==> src/hdl/dmrc_pkg.sv <==
// Shared types and constants for the direct-mapped read cache.
// Used by dmrc_front, dmrc_back and direct_mapped_read_cache.
`default_nettype none

package dmrc_pkg;

  localparam int NumLinesDef  = 8;
  localparam int LineBytesDef = 16;
  localparam int MemBytesDef  = 4096;

  localparam int AddrW       = 12;
  localparam int DataW       = 8;
  localparam int CountW      = 32;
  localparam int QueueDepth  = 2;

  typedef enum logic {
    OP_WRITE = 1'b0,
    OP_READ  = 1'b1
  } dmrc_op_t;

  typedef enum logic {
    ST_IDLE,
    ST_LOOKUP
  } dmrc_state_t;

  typedef struct packed {
    dmrc_op_t          op;
    logic [AddrW-1:0]  address;
    logic [DataW-1:0]  write_data;
  } dmrc_req_t;

endpackage

`default_nettype wire

==> src/hdl/dmrc_front.sv <==
// Front end: takes requests, decodes the opcode and holds them in a short queue.
// Depends on dmrc_pkg.
`default_nettype none

module dmrc_front (
  input  wire                           clk,
  input  wire                           rst,
  input  wire                           in_valid,
  output logic                          in_stall,
  input  wire                           opcode,
  input  wire  [dmrc_pkg::AddrW-1:0]    address,
  input  wire  [dmrc_pkg::DataW-1:0]    write_data,
  output logic                          q_valid,
  output dmrc_pkg::dmrc_req_t           q_req,
  input  wire                           q_pop
);

  localparam int Depth = dmrc_pkg::QueueDepth;
  localparam int PtrW  = (Depth > 1) ? $clog2(Depth) : 1;
  localparam int CntW  = $clog2(Depth + 1);

  dmrc_pkg::dmrc_req_t entries [Depth];
  logic [PtrW-1:0] wr_ptr;
  logic [PtrW-1:0] rd_ptr;
  logic [CntW-1:0] fill;
  logic            push;
  dmrc_pkg::dmrc_req_t req_in;

  always_comb begin
    req_in.op         = opcode ? dmrc_pkg::OP_READ : dmrc_pkg::OP_WRITE;
    req_in.address    = address;
    req_in.write_data = write_data;
  end

  assign in_stall = (fill == CntW'(Depth));
  assign push     = in_valid && !in_stall;
  assign q_valid  = (fill != '0);
  assign q_req    = entries[rd_ptr];

  always_ff @(posedge clk) begin
    if (push) begin
      entries[wr_ptr] <= req_in;
    end
  end

  always_ff @(posedge clk) begin
    if (rst) begin
      wr_ptr <= '0;
      rd_ptr <= '0;
      fill   <= '0;
    end else begin
      if (push) begin
        wr_ptr <= (wr_ptr == PtrW'(Depth - 1)) ? '0 : wr_ptr + 1'b1;
      end
      if (q_pop) begin
        rd_ptr <= (rd_ptr == PtrW'(Depth - 1)) ? '0 : rd_ptr + 1'b1;
      end
      if (push && !q_pop) begin
        fill <= fill + 1'b1;
      end else if (!push && q_pop) begin
        fill <= fill - 1'b1;
      end
    end
  end

endmodule

`default_nettype wire

==> config.mk <==
export PLATFORM = sky130hd
export DESIGN_NAME = dmrc_front
export DESIGN_NICKNAME = d
export VERILOG_FILES = /design/src/hdl/dmrc_pkg.sv /design/src/hdl/dmrc_front.sv
export SDC_FILE = /design/constraint.sdc
export NUM_CORES = 1
export LEC_CHECK = 0
export BUFFER_PORTS_ARGS = -buffer_cell sky130_fd_sc_hd__buf_2
export CORE_ASPECT_RATIO = 1.75
export CORE_MARGIN = 4
export CORE_UTILIZATION = 45
export CTS_BUF_LIST = sky130_fd_sc_hd__clkbuf_16
export CTS_CLUSTER_DIAMETER = 60
export DETAILED_ROUTE_END_ITERATION = 10
export PLACE_DENSITY = 0.83
export SYNTH_ARGS = -nofsm -noshare
export SYNTH_HDL_FRONTEND = slang
export SYNTH_SLANG_ARGS = --single-unit
==> constraint.sdc <==
create_clock -name clk -period 1.86 [get_ports clk]
set_clock_uncertainty 0.15 [all_clocks]
set_input_delay 0.372 -clock clk [delete_from_list [all_inputs] [get_ports clk]]
set_output_delay 0.372 -clock clk [all_outputs]
set_load 0.02 [all_outputs]
==> impl_metrics.env <==
export IMPL_setup_viol=0
export IMPL_syn_area_mm2=0.00173
export IMPL_cts_sinks=47
export IMPL_tightest_slew_ns=0.192
export IMPL_rsz0062_at_grt="true"
export IMPL_p_switching_mw=0.649
export IMPL_routedWlPerCell_um=16.8
export IMPL_synthesis_nets=116
export IMPL_fillCellCount=280
export IMPL_relSlewSlack_pct=87.1
export IMPL_comb_power_share_pct=18.1
export IMPL_synth_cell_types=15
export IMPL_dr_pass1_iters=4
export IMPL_grt_max_degree=22
export IMPL_start_kind="flip-flop"
export IMPL_pre_cts_ws_ns=0.167
export IMPL_h_tree_depth=2
export IMPL_cp_endpoint="q_req[8]"
export IMPL_syn_to_final_growth_pct=32.9
export IMPL_die_y_um=89.9
export IMPL_numCtsBuffers=5
export IMPL_die_w_um=54.8
export IMPL_postCtsSetupRepairBufs=0
export IMPL_hold_viol_final=0
export IMPL_fin_util_pct=62.6
export IMPL_dpl_hpwl_um=2100
export IMPL_grt_pass1_wl_um=4550
export IMPL_maxSlewViolCount=0
export IMPL_yosysWarningCount=0
export IMPL_core_mm2=0.00366
export IMPL_viasPerCell=4.95
export IMPL_cap_violations=0
export IMPL_grt_ovfl_total=0
export IMPL_final_common_cell="edfxtp_1"
export IMPL_synth_seq_area_share_pct=78.8
export IMPL_gp_congestion=0.670
export IMPL_final_min_clock_period_ns=1.85
export IMPL_fin_nets=172
export IMPL_worst_ep_arrival_time_ns=1.33
export IMPL_p_per_area_mw_per_mm2=1210
export IMPL_finalSetupTns_ns=0
export IMPL_power_frac_clock_pct=34.4
export IMPL_grt_total_usage_pct=13.4
export IMPL_layout_common_cells="edfxtp_1, buf_2, mux2_2"
export IMPL_dieArea_mm2=0.00493
export IMPL_place_area_mm2=0.00207
export IMPL_ys_ff_latch=47
export IMPL_hold_depth=1
export IMPL_grt_pass1_vias=1043
export IMPL_clkTransAtPathRegs_ns=0.06
export IMPL_rows=29
export IMPL_sw_frac_of_total_pct=23.3
export IMPL_num_vias=955
export IMPL_start_util_pct=47.1
export IMPL_internal_power_mw=2.13
export IMPL_syn_inst=90
export IMPL_fin_ws_ns=0.00956
export IMPL_drtAntennaViolNets=0
export IMPL_power_frac_seq_pct=47.5
export IMPL_ir_drop_mv=0.811
export IMPL_drive_above_1_share_pct=55.8
export IMPL_port_buffers=47
export IMPL_fin_crit_sh_pct=99.5
export IMPL_r2r_cells=5
export IMPL_root_buffer="clkbuf_16"
export IMPL_r2r_end="fill[1]$_SDFFE_PP0P_"
export IMPL_ff2ff_setup_slack_ns=0.17
export IMPL_worst_hold_path_type="in2reg"
export IMPL_critical_path_class="reg2out"
export IMPL_routed_wirelength_um=3240
export IMPL_path_max_fanout=11
export IMPL_io_pins=48
export IMPL_antenna_cells=0
export IMPL_cts_tree="done"
export IMPL_outcome="finished, final reports clean"
export IMPL_antenna_found_initial=0
export IMPL_synth_avg_cell_area_um2=19.2
export IMPL_final_area_mm2=0.00229
export IMPL_drt_iter0_drc=18
export IMPL_cp_required_ns=1.34
export IMPL_end_kind="output port"
export IMPL_drc=0
export IMPL_cts_path_max_buffers=2
export IMPL_fmax_ghz=0.540
export IMPL_worstSkewPairLatency_ns=0.28
export IMPL_p_leak_nw=0.895
export IMPL_rr_startpoint="fill[1]$_SDFFE_PP0P_"
## kinds of logic (layout without fill, tap and decap cells)
| family | count (synthesis) | in the layout | synth area share, % |
|---|---|---|---|
| flip-flops | 47 | 47 | 78.8 |
| multiplexers | 21 | 21 | 13.7 |
| adder cells (fa/ha/maj) | 1 | 1 | 0.725 |
| AO/OA/AOI/OAI | 4 | 4 | 1.16 |
| buffers and inverters | 5 | 62 | 1.23 |
| XOR/XNOR | 3 | 3 | 1.52 |
| AND/OR/NAND/NOR | 9 | 9 | 2.83 |
## worst min path at each step
stage,from,end,slack (ns)
3_3_place_gp,fill[1]$_SDFFE_PP0P_,fill[1]$_SDFFE_PP0P_,0.32
3_5_place_dp,wr_ptr$_SDFFE_PP0N_,wr_ptr$_SDFFE_PP0N_,0.36
6_report,address[1],entries[1][9]$_DFFE_PP_,0.13
4_1_cts,address[11],entries[0][19]$_DFFE_PP_,0.12
5_1_grt,address[1],entries[0][9]$_DFFE_PP_,0.12
2_1_floorplan,rst,fill[1]$_SDFFE_PP0P_,0.29
## state kept, by name, summed over array words and instances, names as in the netlist, named ones only
register / count
entries: 42
fill: 2
wr_ptr: 1
rd_ptr: 1
## cells in the mapped netlist
cell type  number  area, um^2
ha_1            1        12.5
mux2_2         21         236
buf_2           2        10.0
dfxtp_1         5         100
xor2_1          2        17.5
o21ai_0         2        10.0
edfxtp_1       42        1260
inv_1           3        11.3
or2_2           1        6.26
and2_1          1        6.26
a21oi_1         2        10.0
nor2b_2         1        8.76
or3_1           2        12.5
nor2_1          4        15.0
xnor2_1         1        8.76
## area by class of cell
cell class	count	area, um^2	area share (%)
Timing Repair Buffer	51	353	15.4
Clock inverter	3	38.8	1.69
Tap cell	46	57.6	2.51
Multi-Input combinational cell	38	344	15.0
Clock buffer	5	125	5.45
Inverter	3	11.3	0.491
Sequential cell	47	1370	59.5
## worst max-delay path, cell delays in order (launching register included)
cell and delay [ns]:
dfxtp_4 0.39, buf_12 0.14, mux2_2 0.35, buf_2 0.16
## layer usage
metal  vias up  wire length (um)  track usage (%)  share of wire [%]
li1        451                 -                -                  -
met1       456              1020             11.2                 32
met2        40              1860             23.4                 57
met3         8               261             5.13                8.1
met4         0                93             8.73                2.9
met5         -                 0                0                  0
## through the flow
stage / hold slack, ns / instances / power, mW
6_report: 0.128 / 193 / 2.78
5_1_grt: 0.123 / 193 / 2.91
4_1_cts: 0.124 / 193 / 2.78
3_5_place_dp: 0.359 / 184 / 1.81
3_3_place_gp: 0.319 / 184 / 1.78
2_1_floorplan: 0.291 / 90 / 1.62
## power groups by stage
stage               logic, mW  clock network (mW)  registers, mW
floorplan               0.295                   0           1.32
finish                  0.503               0.957           1.32
detailed placement      0.471                   0           1.34
global placement        0.452                   0           1.32
CTS                     0.488               0.973           1.32
global route            0.546                1.03           1.33
## timing repair
action                     CTS  global route
gates resized for setup      4             9
hold buffers                 0             0
cloned                       1             0
setup endpoints to repair    7             9
Power figures use the tool's default switching activity.
